`config.mk`:
```
export PLATFORM = sky130hd
export DESIGN_NAME = wol_magic_packet_detector
export DESIGN_NICKNAME = d
export VERILOG_FILES = /design/src/hw/rtl/wmpd_pkg.sv /design/src/hw/rtl/wmpd_parser.sv /design/src/hw/rtl/wol_magic_packet_detector.sv
export SDC_FILE = /design/constraint.sdc
export NUM_CORES = 1
export LEC_CHECK = 0
export BUFFER_PORTS_ARGS = -buffer_cell sky130_fd_sc_hd__buf_2
export CORE_ASPECT_RATIO = 1.4
export CORE_MARGIN = 4
export CORE_UTILIZATION = 61
export CTS_BUF_LIST = sky130_fd_sc_hd__clkbuf_8 sky130_fd_sc_hd__clkbuf_16
export DETAILED_ROUTE_END_ITERATION = 10
export PLACE_DENSITY = 0.81
export SETUP_SLACK_MARGIN = 0.2
export SYNTH_ARGS = -nofsm -noshare
export SYNTH_HDL_FRONTEND = slang
export SYNTH_SLANG_ARGS = --single-unit
```
`constraint.sdc`:
```
create_clock -name clock -period 4 [get_ports clock]
set_input_delay 0.2 -clock clock [delete_from_list [all_inputs] [get_ports clock]]
set_output_delay 0.2 -clock clock [all_outputs]
set_load 0.01 [all_outputs]
```
`src/hw/rtl/wmpd_pkg.sv`:
```
`timescale 1ns / 1ps

package wmpd_pkg;

   localparam int MAX_FRAME_BYTES = 16384;
   localparam int OFFSET_WIDTH    = $clog2(MAX_FRAME_BYTES);
   localparam logic [OFFSET_WIDTH-1:0] OFFSET_MAX = OFFSET_WIDTH'(MAX_FRAME_BYTES - 1);

   localparam logic [OFFSET_WIDTH-1:0] ETH_DST_LEN     = OFFSET_WIDTH'(6);
   localparam logic [OFFSET_WIDTH-1:0] ETH_TYPE_HI_POS = OFFSET_WIDTH'(12);
   localparam logic [OFFSET_WIDTH-1:0] ETH_TYPE_LO_POS = OFFSET_WIDTH'(13);

   localparam logic [6:0] IPV4_IHL_POS    = 7'd0;
   localparam logic [6:0] IPV4_PROTO_POS  = 7'd9;
   localparam logic [6:0] IPV4_BASE_LEN   = 7'd20;
   localparam logic [6:0] IPV6_NEXT_POS   = 7'd6;
   localparam logic [6:0] IPV6_HDR_LEN    = 7'd40;
   localparam logic [6:0] UDP_PORT_HI_POS = 7'd2;
   localparam logic [6:0] UDP_PORT_LO_POS = 7'd3;
   localparam logic [6:0] UDP_HDR_LEN     = 7'd8;
   localparam logic [6:0] WOL_SYNC_LEN    = 7'd6;
   localparam logic [6:0] WOL_MAC_END     = 7'd12;
   localparam logic [6:0] WOL_PAYLOAD_LEN = 7'd102;

   localparam logic [15:0] ETHERTYPE_ZERO = 16'h0000;
   localparam logic [15:0] ETHERTYPE_WOL  = 16'h0842;
   localparam logic [15:0] ETHERTYPE_IPV4 = 16'h0800;
   localparam logic [15:0] IP6_ETHERTYPE  = 16'h86DD;
   localparam logic [15:0] PROTO_UDP      = 16'd17;
   localparam logic [15:0] WOL_UDP_PORT   = 16'd9;
   localparam logic [7:0]  SYNC_BYTE      = 8'hFF;
   localparam logic [3:0]  IHL_MASK       = 4'hF;

   typedef enum logic [2:0] {
      PH_ETH  = 3'd0,
      PH_WOL  = 3'd1,
      PH_IPV4 = 3'd2,
      PH_IPV6 = 3'd3,
      PH_UDP  = 3'd4,
      PH_DONE = 3'd5
   } phase_type;

   typedef enum logic [3:0] {
      V_OK       = 4'd0,
      V_SHORT    = 4'd1,
      V_NOTBCAST = 4'd2,
      V_ETYPE    = 4'd3,
      V_NOTUDP   = 4'd4,
      V_PORT     = 4'd5,
      V_SYNC     = 4'd6,
      V_MAC      = 4'd7,
      V_IHL      = 4'd8
   } verdict_type;

   typedef struct packed {
      logic [7:0] data_byte;
      logic       frame_end;
   } req_type;

   typedef struct packed {
      logic        magic_found;
      logic [47:0] target_mac;
      logic [3:0]  verdict;
   } rsp_type;

endpackage

```
`src/hw/rtl/wmpd_parser.sv`:
```
`timescale 1ns / 1ps

module wmpd_parser (
   input  logic              clock,
   input  logic              reset,
   input  logic              step,
   input  wmpd_pkg::req_type req,
   output logic              result_valid,
   output wmpd_pkg::rsp_type result
);

   wmpd_pkg::phase_type                 phase_ff, phase_in;
   logic [wmpd_pkg::OFFSET_WIDTH-1:0]   byte_offset_ff, byte_offset_in;
   logic [6:0]                          section_ff, section_in;
   logic [5:0]                          header_bytes_ff, header_bytes_in;
   logic [15:0]                         type_port_ff, type_port_in;
   logic [47:0]                         mac_ff, mac_in;
   wmpd_pkg::verdict_type               verdict_ff, verdict_in;
   logic                                complete_ff, complete_in;

   logic [7:0]            b;
   logic [6:0]            sec_next;
   wmpd_pkg::verdict_type final_verdict;
   logic                  ok;

   function automatic wmpd_pkg::verdict_type note_fault(wmpd_pkg::verdict_type cur,
                                                        wmpd_pkg::verdict_type v);
      return (cur == wmpd_pkg::V_OK) ? v : cur;
   endfunction

   always_comb begin
      b               = req.data_byte;
      sec_next        = section_ff + 7'd1;
      phase_in        = phase_ff;
      section_in      = section_ff;
      header_bytes_in = header_bytes_ff;
      type_port_in    = type_port_ff;
      mac_in          = mac_ff;
      verdict_in      = verdict_ff;
      complete_in     = complete_ff;
      byte_offset_in  = (byte_offset_ff < wmpd_pkg::OFFSET_MAX) ?
                        byte_offset_ff + 1'b1 : byte_offset_ff;

      unique case (phase_ff)
         wmpd_pkg::PH_ETH: begin
            if (byte_offset_ff < wmpd_pkg::ETH_DST_LEN && b != wmpd_pkg::SYNC_BYTE) begin
               verdict_in = note_fault(verdict_in, wmpd_pkg::V_NOTBCAST);
            end
            if (byte_offset_ff == wmpd_pkg::ETH_TYPE_HI_POS) begin
               type_port_in = {b, 8'h00};
            end
            if (byte_offset_ff == wmpd_pkg::ETH_TYPE_LO_POS) begin
               type_port_in = type_port_ff | {8'h00, b};
               section_in   = '0;
               if (verdict_in != wmpd_pkg::V_OK) begin
                  phase_in = wmpd_pkg::PH_DONE;
               end else if (type_port_in == wmpd_pkg::ETHERTYPE_ZERO ||
                            type_port_in == wmpd_pkg::ETHERTYPE_WOL) begin
                  phase_in = wmpd_pkg::PH_WOL;
               end else if (type_port_in == wmpd_pkg::ETHERTYPE_IPV4) begin
                  phase_in = wmpd_pkg::PH_IPV4;
               end else if (type_port_in == wmpd_pkg::IP6_ETHERTYPE) begin
                  phase_in = wmpd_pkg::PH_IPV6;
               end else begin
                  verdict_in = note_fault(verdict_in, wmpd_pkg::V_ETYPE);
                  phase_in   = wmpd_pkg::PH_DONE;
               end
            end
         end
         wmpd_pkg::PH_IPV4: begin
            if (section_ff == wmpd_pkg::IPV4_IHL_POS) begin
               header_bytes_in = {b[3:0] & wmpd_pkg::IHL_MASK, 2'b00};
            end
            if (section_ff == wmpd_pkg::IPV4_PROTO_POS) begin
               type_port_in = {8'h00, b};
            end
            section_in = sec_next;
            if (sec_next == wmpd_pkg::IPV4_BASE_LEN &&
                {1'b0, header_bytes_in} < wmpd_pkg::IPV4_BASE_LEN) begin
               verdict_in = note_fault(verdict_in, wmpd_pkg::V_IHL);
               phase_in   = wmpd_pkg::PH_DONE;
            end else if (sec_next >= wmpd_pkg::IPV4_BASE_LEN &&
                         sec_next == {1'b0, header_bytes_in}) begin
               if (type_port_in != wmpd_pkg::PROTO_UDP) begin
                  verdict_in = note_fault(verdict_in, wmpd_pkg::V_NOTUDP);
                  phase_in   = wmpd_pkg::PH_DONE;
               end else begin
                  phase_in   = wmpd_pkg::PH_UDP;
                  section_in = '0;
               end
            end
         end
         wmpd_pkg::PH_IPV6: begin
            if (section_ff == wmpd_pkg::IPV6_NEXT_POS) begin
               type_port_in = {8'h00, b};
            end
            section_in = sec_next;
            if (sec_next == wmpd_pkg::IPV6_HDR_LEN) begin
               if (type_port_in != wmpd_pkg::PROTO_UDP) begin
                  verdict_in = note_fault(verdict_in, wmpd_pkg::V_NOTUDP);
                  phase_in   = wmpd_pkg::PH_DONE;
               end else begin
                  phase_in   = wmpd_pkg::PH_UDP;
                  section_in = '0;
               end
            end
         end
         wmpd_pkg::PH_UDP: begin
            if (section_ff == wmpd_pkg::UDP_PORT_HI_POS) begin
               type_port_in = {b, 8'h00};
            end
            if (section_ff == wmpd_pkg::UDP_PORT_LO_POS) begin
               type_port_in = type_port_ff | {8'h00, b};
            end
            section_in = sec_next;
            if (sec_next == wmpd_pkg::UDP_HDR_LEN) begin
               if (type_port_in != wmpd_pkg::WOL_UDP_PORT) begin
                  verdict_in = note_fault(verdict_in, wmpd_pkg::V_PORT);
                  phase_in   = wmpd_pkg::PH_DONE;
               end else begin
                  phase_in   = wmpd_pkg::PH_WOL;
                  section_in = '0;
               end
            end
         end
         wmpd_pkg::PH_WOL: begin
            if (section_ff < wmpd_pkg::WOL_SYNC_LEN) begin
               if (b != wmpd_pkg::SYNC_BYTE) begin
                  verdict_in = note_fault(verdict_in, wmpd_pkg::V_SYNC);
               end
            end else if (section_ff < wmpd_pkg::WOL_MAC_END) begin
               mac_in = {mac_ff[39:0], b};
            end else begin
               // compare against the top octet and rotate; 15 copies bring it back
               if (mac_ff[47:40] != b) begin
                  verdict_in = note_fault(verdict_in, wmpd_pkg::V_MAC);
               end
               mac_in = {mac_ff[39:0], mac_ff[47:40]};
            end
            section_in = sec_next;
            if (sec_next == wmpd_pkg::WOL_PAYLOAD_LEN) begin
               if (verdict_in == wmpd_pkg::V_OK) begin
                  complete_in = 1'b1;
               end
               phase_in = wmpd_pkg::PH_DONE;
            end
         end
         wmpd_pkg::PH_DONE: begin
            phase_in = wmpd_pkg::PH_DONE;
         end
         default: begin
            phase_in = wmpd_pkg::PH_DONE;
         end
      endcase

      final_verdict = (phase_in != wmpd_pkg::PH_DONE) ? wmpd_pkg::V_SHORT : verdict_in;
      ok            = (final_verdict == wmpd_pkg::V_OK) && complete_in;

      result_valid       = step && req.frame_end;
      result.magic_found = ok;
      result.target_mac  = ok ? mac_in : 48'h0;
      result.verdict     = final_verdict;
   end

   always_ff @(posedge clock) begin
      if (reset || (step && req.frame_end)) begin
         phase_ff        <= wmpd_pkg::PH_ETH;
         byte_offset_ff  <= '0;
         section_ff      <= '0;
         header_bytes_ff <= '0;
         type_port_ff    <= '0;
         mac_ff          <= '0;
         verdict_ff      <= wmpd_pkg::V_OK;
         complete_ff     <= 1'b0;
      end else if (step) begin
         phase_ff        <= phase_in;
         byte_offset_ff  <= byte_offset_in;
         section_ff      <= section_in;
         header_bytes_ff <= header_bytes_in;
         type_port_ff    <= type_port_in;
         mac_ff          <= mac_in;
         verdict_ff      <= verdict_in;
         complete_ff     <= complete_in;
      end
   end

endmodule

```
`src/hw/rtl/wol_magic_packet_detector.sv`:
```
`timescale 1ns / 1ps

// A verdict appears on rsp after the request carrying the last byte is accepted: that byte
// sits in the input register, passes the parse logic and is captured in the result register.
// Throughput: one byte per cycle, sustained; stalls only while a verdict waits.
// Reset: synchronous; clears all frame state and both valid flags, no clearing pass.
module wol_magic_packet_detector (
   input  logic              clock,
   input  logic              reset,
   input  logic              req_valid,
   output logic              req_stall,
   input  wmpd_pkg::req_type req_payload,
   output logic              rsp_valid,
   input  logic              rsp_stall,
   output wmpd_pkg::rsp_type rsp_payload
);

   logic              in_valid_ff, in_valid_in;
   wmpd_pkg::req_type in_ff;
   logic              rsp_valid_ff, rsp_valid_in;
   wmpd_pkg::rsp_type rsp_ff;

   logic              out_free;
   logic              advance;
   logic              load;
   logic              result_valid;
   wmpd_pkg::rsp_type result;

   assign out_free  = !rsp_valid_ff || !rsp_stall;
   assign advance   = in_valid_ff && (!in_ff.frame_end || out_free);
   assign req_stall = in_valid_ff && !advance;
   assign load      = req_valid && !req_stall;

   always_comb begin
      in_valid_in = in_valid_ff;
      if (!in_valid_ff || advance) begin
         in_valid_in = req_valid;
      end
      rsp_valid_in = rsp_valid_ff;
      if (result_valid) begin
         rsp_valid_in = 1'b1;
      end else if (!rsp_stall) begin
         rsp_valid_in = 1'b0;
      end
   end

   wmpd_parser u_parser (
      .clock        (clock),
      .reset        (reset),
      .step         (advance),
      .req          (in_ff),
      .result_valid (result_valid),
      .result       (result)
   );

   always_ff @(posedge clock) begin
      if (reset) begin
         in_valid_ff  <= 1'b0;
         rsp_valid_ff <= 1'b0;
      end else begin
         in_valid_ff  <= in_valid_in;
         rsp_valid_ff <= rsp_valid_in;
      end
   end

   always_ff @(posedge clock) begin
      if (load) begin
         in_ff <= req_payload;
      end
      if (result_valid) begin
         rsp_ff <= result;
      end
   end

   assign rsp_valid   = rsp_valid_ff;
   assign rsp_payload = rsp_ff;

endmodule
```
==> results of run 1 <==
-- cells in the mapped netlist, drive strengths merged (13+ instances only) --
library cell,instances
mux2i,61
dfxtp,101
edfxtp,62
inv,13
o21ai,36
a21oi,70
buf,30
nor3,16
a211oi,20
nand4,20
nor2,74
clkbuf,44
nand2,133
a22oi,17
nand3,27
nor4,66
xor2,17
-- per-layer routing --
layer / share of wire / vias up / wire (µm)
li1: - / 3584 / -
met1: 0.37 / 3623 / 9007
met2: 0.51 / 342 / 12140
met3: 0.055 / 120 / 1314
met4: 0.065 / 0 / 1559
met5: 0 / - / 0
-- power by group through the flow --
stage               Combinational, mW  Clock (mW)  Sequential, mW
finish                          0.227        1.60            1.76
global route                    0.245        1.67            1.76
CTS                             0.222        1.61            1.76
detailed placement              0.211           0            1.80
global placement                0.210           0            1.80
floorplan                       0.143           0            1.79
-- cell families after synthesis --
family                   after synthesis  share of synthesized area
adder cells (fa/ha/maj)                9                    0.01266
buffers and inverters                 87                    0.04809
XOR/XNOR                              27                    0.02813
flip-flops                           163                     0.4365
AO/OA/AOI/OAI                        192                     0.1434
multiplexers                          62                    0.06989
AND/OR/NAND/NOR                      400                     0.2613
-- cells in the final DEF, fill, tap and decap left out, drive strengths merged, types with 9 or more instances in the layout --
master	n
a211oi	20
a21oi	70
a22oi	17
a31oi	9
and3	12
buf	99
clkbuf	17
dfxtp	101
dlygate4sd3	10
edfxtp	62
ha	9
inv	20
mux2i	61
nand2	133
nand3	27
nand4	20
nor2	74
nor3	16
nor4	66
o21ai	36
xnor2	9
xor2	17
-- cell type report --
type,count,share of cell area
clock inverters,15,0.01462
multi-input cells,690,0.4573
well taps,189,0.02341
flip-flops and latches,163,0.3847
repair buffers,109,0.07309
clock buffers,17,0.04212
inverters,13,0.004832
-- worst paths after layout --
path                                       start                          endpoint  slack, ps  cells past startpoint
max          u_parser.section_ff[1]$_SDFFE_PP0P_     rsp_payload[36]$_SDFFCE_PN0P_        400                     10
min                                    req_valid          in_valid_ff$_SDFFE_PP0N_         30                      3
max reg2reg  u_parser.section_ff[1]$_SDFFE_PP0P_     rsp_payload[36]$_SDFFCE_PN0P_        400                     10
min reg2reg     u_parser.mac_ff[34]$_SDFFE_PP0P_  u_parser.mac_ff[42]$_SDFFE_PP0P_        490                      2
-- worst max-delay path, stage by stage, from the launching register on --
cell and delay (ps):
dfxtp_1 570, ha_2 420, and3_1 310, nand3_1 160, xnor2_1 260, or4_1 570
o31a_1 270, a31o_2 230, nand4_4 90, buf_12 320, nor4_2 90
-- state kept, by name (all words and copies together) (netlist names) --
| signal | count |
|---|---|
| in_valid_ff | 1 |
| u_parser.mac_ff | 48 |
| u_parser.verdict_ff | 4 |
| u_parser.phase_ff | 3 |
| u_parser.complete_ff | 1 |
| u_parser.byte_offset_ff | 14 |
| u_parser.section_ff | 7 |
| rsp_valid | 1 |
| u_parser.type_port_ff | 16 |
| rsp_payload | 53 |
| in_ff | 9 |
| u_parser.header_bytes_ff | 6 |
-- per-stage QoR --
stage / instances / instance area (µm²) / util
6_report: 1196 / 10100 / 0.7024
5_1_grt: 1196 / 10100 / 0.7024
4_1_cts: 1196 / 10090 / 0.7017
3_5_place_dp: 1154 / 9417 / 0.6549
3_3_place_gp: 1154 / 9417 / 0.6549
2_1_floorplan: 940 / 8897 / -
-- timing repair --
item,4_1_cts,5_1_grt
hold buffers,10,0
hold endpoints to repair,11,0
gates resized for setup,0,3
endpoints found under the setup margin,0,53
==> metrics.txt, run 1 <==
leakage power=3.433 nW; WL/cell=20.08 µm; GPL Wtd Cong=0.9460; sw power=0.9487 mW; clock share of power=0.446; fmax=277.6 MHz; CP Class=reg2reg; fin. max-slew vios=0; area share of the largest cell type after synthesis=0.2273; number of port buffers=67; Antenna diodes=0; Synth Flop Type=dfxtp_1; first-pass GRT wire length=38.66 mm; synth unique cells=80; CP arrival=3760 ps; Residual DRC=0; H-tree Lvls=4; Synth area leader=dfxtp_1; area occupied by multi-input gates=4618 µm²; Clock Sinks=163; TritonRoute pass-1 iters=6; final wirelength=24.02 mm; status=finished, final reports clean; Synth Net Count=962; Final min period=3603 ps; grt peak-use layer=met2; CTS Root Cell=clkbuf_16; Seq cells post-synth=163; ys async rst share=0; Post-DP HPWL=15.94 mm; initial antenna violation count=0; EDFF count, synth=62; Gate power share=0.063; number of global-route vias before repair=7485; Synth warnings=0; CTS tree=done; Fin. Hold Viols=0; core area=14380 µm²; vias=7669; Clock Skew=14.00 ps; GR Util met1=0.3474; # IOs=68; Die Y=150.9 µm; final net count=1016; fillers=1129; Post-Syn Instances=940; Clock Path Buffers=2; CP startpoint kind=flop; unrepaired setup endpoints after global routing=no; met3 GRT Util=0.05416; Seq/Total Area, Yosys=0.4365; Total GRT Usage=0.2989; VDD IR max=0.2831 mV; Avg Cell Area, Syn=9.465 µm²; post-CTS setup buffer count=0; crit-path max FO=49; worst min path class=in2reg; synthesis-to-finish area growth=13.51%; Sw Share=0.2644; Vias/cell=6.412; Seq pwr share=0.491; crit end category=flop; num rows=52; Die Span X=110.1 µm; share of cells above drive strength 1=0.2105; later-pin clock latency in the skew report=430 ps; Clock Pin Slew Worst Setup and Hold Paths=70 ps; cell area after synthesis=8897 µm²; Die ar.=16610 µm²; Hold WS=33.74 ps; pre-CTS setup slack=376.5 ps; largest net degree at the start of global routing=59; grt ovf=0; Slew Limit Headroom=0.3382; Final ANT Viol Nets=0; overall power=3.588 mW; final worst slack=397.1 ps; CP required=4160 ps; Least-Margin Pin Slew=989.0 ps; top post-synthesis cells by area=dfxtp_1 23%, edfxtp_1 21%, mux2i_1 6.9%; met2 global-route usage=0.5079; Reg area=3885 µm²; Num CTS Buffers=17; DRT iter0 DRCs=827; max_cap viols=0; Initial Util=0.6188; fin crit share=0.9007; power density over cell area=355.2 nW/µm²; final setup violation count=0; Fin Setup TNS=0 ps; design internal power=2.639 mW
Note: power is estimated with default switching activity, not from simulation.
==> inputs of run 2 (changes only) <==
--- a/config.mk
+++ b/config.mk
@@ -5,13 +5,13 @@
 export SDC_FILE = /design/constraint.sdc
 export NUM_CORES = 1
 export LEC_CHECK = 0
-export BUFFER_PORTS_ARGS = -buffer_cell sky130_fd_sc_hd__buf_2
 export CORE_ASPECT_RATIO = 1.4
 export CORE_MARGIN = 4
-export CORE_UTILIZATION = 61
+export CORE_UTILIZATION = 64
 export CTS_BUF_LIST = sky130_fd_sc_hd__clkbuf_8 sky130_fd_sc_hd__clkbuf_16
 export DETAILED_ROUTE_END_ITERATION = 10
-export PLACE_DENSITY = 0.81
+export DONT_BUFFER_PORTS = 1
+export PLACE_DENSITY = 0.8
 export SETUP_SLACK_MARGIN = 0.2
 export SYNTH_ARGS = -nofsm -noshare
 export SYNTH_HDL_FRONTEND = slang
==> run 2 against run 1 <==
  * Non-clock buffer count decreased by 62
  * Highest routed layer unchanged
  * Final area decreased by 3.1%
  * Combinational power shrank 5%
  * Clock skew down 4.3 ps
==> metrics.txt, run 2 (synthesis results as in run 1) <==
Largest register FFs=53 (unchanged); WL/cell=22.38 µm (+11%); DRT iter0 DRCs=679 (-18%); post-CTS setup buffer count=0 (unchanged); clock share of power=0.457 (+0.011); # IOs=68 (unchanged); number of port buffers=0 (-100%); Reg area=3885 µm² (unchanged); share of cells above drive strength 1=0.1545 (-0.05603); Sw Share=0.2692 (+0.004727); core area=13510 µm² (-6.0%); fin crit share=0.9006 (about the same); Gate power share=0.059 (-0.004); status=finished, final reports clean; Die Span X=107.7 µm (-2.2%); fin. max-slew vios=0 (unchanged); Seq pwr share=0.484 (-0.007); CP required=4160 ps (about the same); power density over cell area=372.3 nW/µm² (+4.8%); Crit path largest cell delay=650 ps (+80 ps); later-pin clock latency in the skew report=440 ps (about the same); GPL Wtd Cong=0.9827 (+3.9%); sw power=0.9807 mW (+3.4%); CP startpoint kind=flop; Vias/cell=6.799 (+6.0%); Antenna diodes=0 (unchanged); Clock Path Buffers=2 (unchanged); synthesis-to-finish area growth=9.999%; number of global-route vias before repair=7479 (-0.080%); Hold WS=121.8 ps (+88.07 ps); VDD IR max=0.2729 mV (-3.6%); Final min period=3602 ps (-0.5820 ps); Die ar.=15880 µm² (-4.4%); Initial Util=0.6584 (+0.03965); design internal power=2.663 mW (+0.90%); Fin Setup TNS=0 ps (unchanged); Least-Margin Pin Slew=1174 ps (+185.3 ps); Final ANT Viol Nets=0 (unchanged); Total GRT Usage=0.3186 (+0.01978); CP Cell Sequence=ha_1 -> and3_1 -> nand3_1 -> xnor2_1 -> or4_1 -> o31a_1 -> a31o_2 -> nand4_4 -> buf_4 -> nor4_2; Post-DP HPWL=17.33 mm (+8.8%); CTS Root Cell=clkbuf_16; Clock Skew=9.707 ps (-4.293 ps); CP Class=reg2reg; most frequent cells in the layout=133 x nand2_1, 100 x dfxtp_1, 74 x nor2_1; final setup violation count=0 (unchanged); worst min path class=in2reg; crit end category=flop; num rows=50 (-3.8%); hold depth=3 (unchanged); Fin. Hold Viols=0 (unchanged); fillers=1000 (-11%); leakage power=3.164 nW (-7.8%); Residual DRC=0 (unchanged); CP max-delay cell=dfxtp_1; Clock Pin Slew Worst Setup and Hold Paths=70 ps (about the same); final wirelength=25.23 mm (+5.0%); overall power=3.644 mW (+1.6%); grt ovf=0 (unchanged); Post-DP Area=9069 µm² (-3.7%); CTS tree=done; Slew Limit Headroom=0.2143 (-0.1240); fmax=277.6 MHz (about the same); CP arrival=3760 ps (about the same); most common cell after layout, fill and taps aside=nand2_1; first-pass GRT wire length=39.88 mm (+3.1%); final net count=954 (-6.1%); crit-path max FO=16 (-67%); Num CTS Buffers=17 (unchanged); H-tree Lvls=4 (unchanged); Die Y=147.5 µm (-2.2%); CP top delay family=simple AND/OR/NAND/NOR gates; unrepaired setup endpoints after global routing=no; max_cap viols=0 (unchanged); Design Area, Final=9787 µm² (-3.1%); vias=7662 (-0.091%); largest net degree at the start of global routing=57 (-3.4%); Worst Reg-to-Reg Cells=10 (unchanged); initial antenna violation count=0 (unchanged); TritonRoute pass-1 iters=5 (-1); WP depth=10 (unchanged); worst path buffer plus inverter count=1 (unchanged); area occupied by multi-input gates=4608 µm² (-0.22%); Clock Sinks=163 (unchanged)
-- run 2: changes by cell type in the layout (fill, tap and decap cells not counted), sizes merged --
cell,previous run,this run
dlygate4sd3,10,12
buf,99,35
clkinvlp,5,0
clkbuf,17,18
clkinv,3,6
inv,20,21
-- run 2: worst min-delay path, stage by stage --
cell,delay (ps)
nor2_1,140
o21ai_0,120
nor2_1,40
-- run 2: worst paths after layout --
kind	from	end	slack, ps
worst max-delay path	u_parser.section_ff[0]$_SDFFE_PP0P_	rsp_payload[11]$_SDFFCE_PN0P_	400
worst min-delay path	reset	u_parser.phase_ff[0]$_SDFFE_PP0P_	120
worst max register to register	u_parser.section_ff[0]$_SDFFE_PP0P_	rsp_payload[11]$_SDFFCE_PN0P_	400
worst min register to register	u_parser.complete_ff$_SDFFE_PP0P_	u_parser.complete_ff$_SDFFE_PP0P_	470
-- run 2: through the flow --
step,instances,setup WS (ps),utilization
after detailed placement,1083,457.3,0.6711
final,1127,397.7,0.7243
after floorplan,940,847.3,-
after CTS,1127,441.5,0.7242
after global routing,1127,211.1,0.7243
after global placement,1083,549.5,0.6711
-- run 2: repair_timing --
item                                   in CTS  in global routing
hold buffers                               12                  0
resized for setup                           0                  1
setup endpoints to repair                   0                  1
endpoints found under the hold margin      11                  0
-- run 2: layout make-up --
class	instances	share of cell area
clock buffer	18	0.04487
sequential	163	0.3970
multi-input combinational	690	0.4709
timing repair buffer	47	0.04296
clock inverter	14	0.01611
inverter	13	0.004986
tap	182	0.02327
-- run 2: per-layer routing --
layer,share of wire,track usage,vias up
met5,0,0,-
met4,0.062,0.1908,0
met3,0.049,0.04543,104
met2,0.53,0.5663,382
met1,0.36,0.3555,3715
li1,-,-,3461
-- run 2: power by group through the flow --
stage | clock network (mW) | logic, mW | registers [mW]
after global placement | 0 | 0.192 | 1.80
after detailed placement | 0 | 0.199 | 1.80
after CTS | 1.67 | 0.210 | 1.76
after global routing | 1.74 | 0.231 | 1.77
after floorplan | 0 | 0.143 | 1.79
final | 1.66 | 0.215 | 1.76
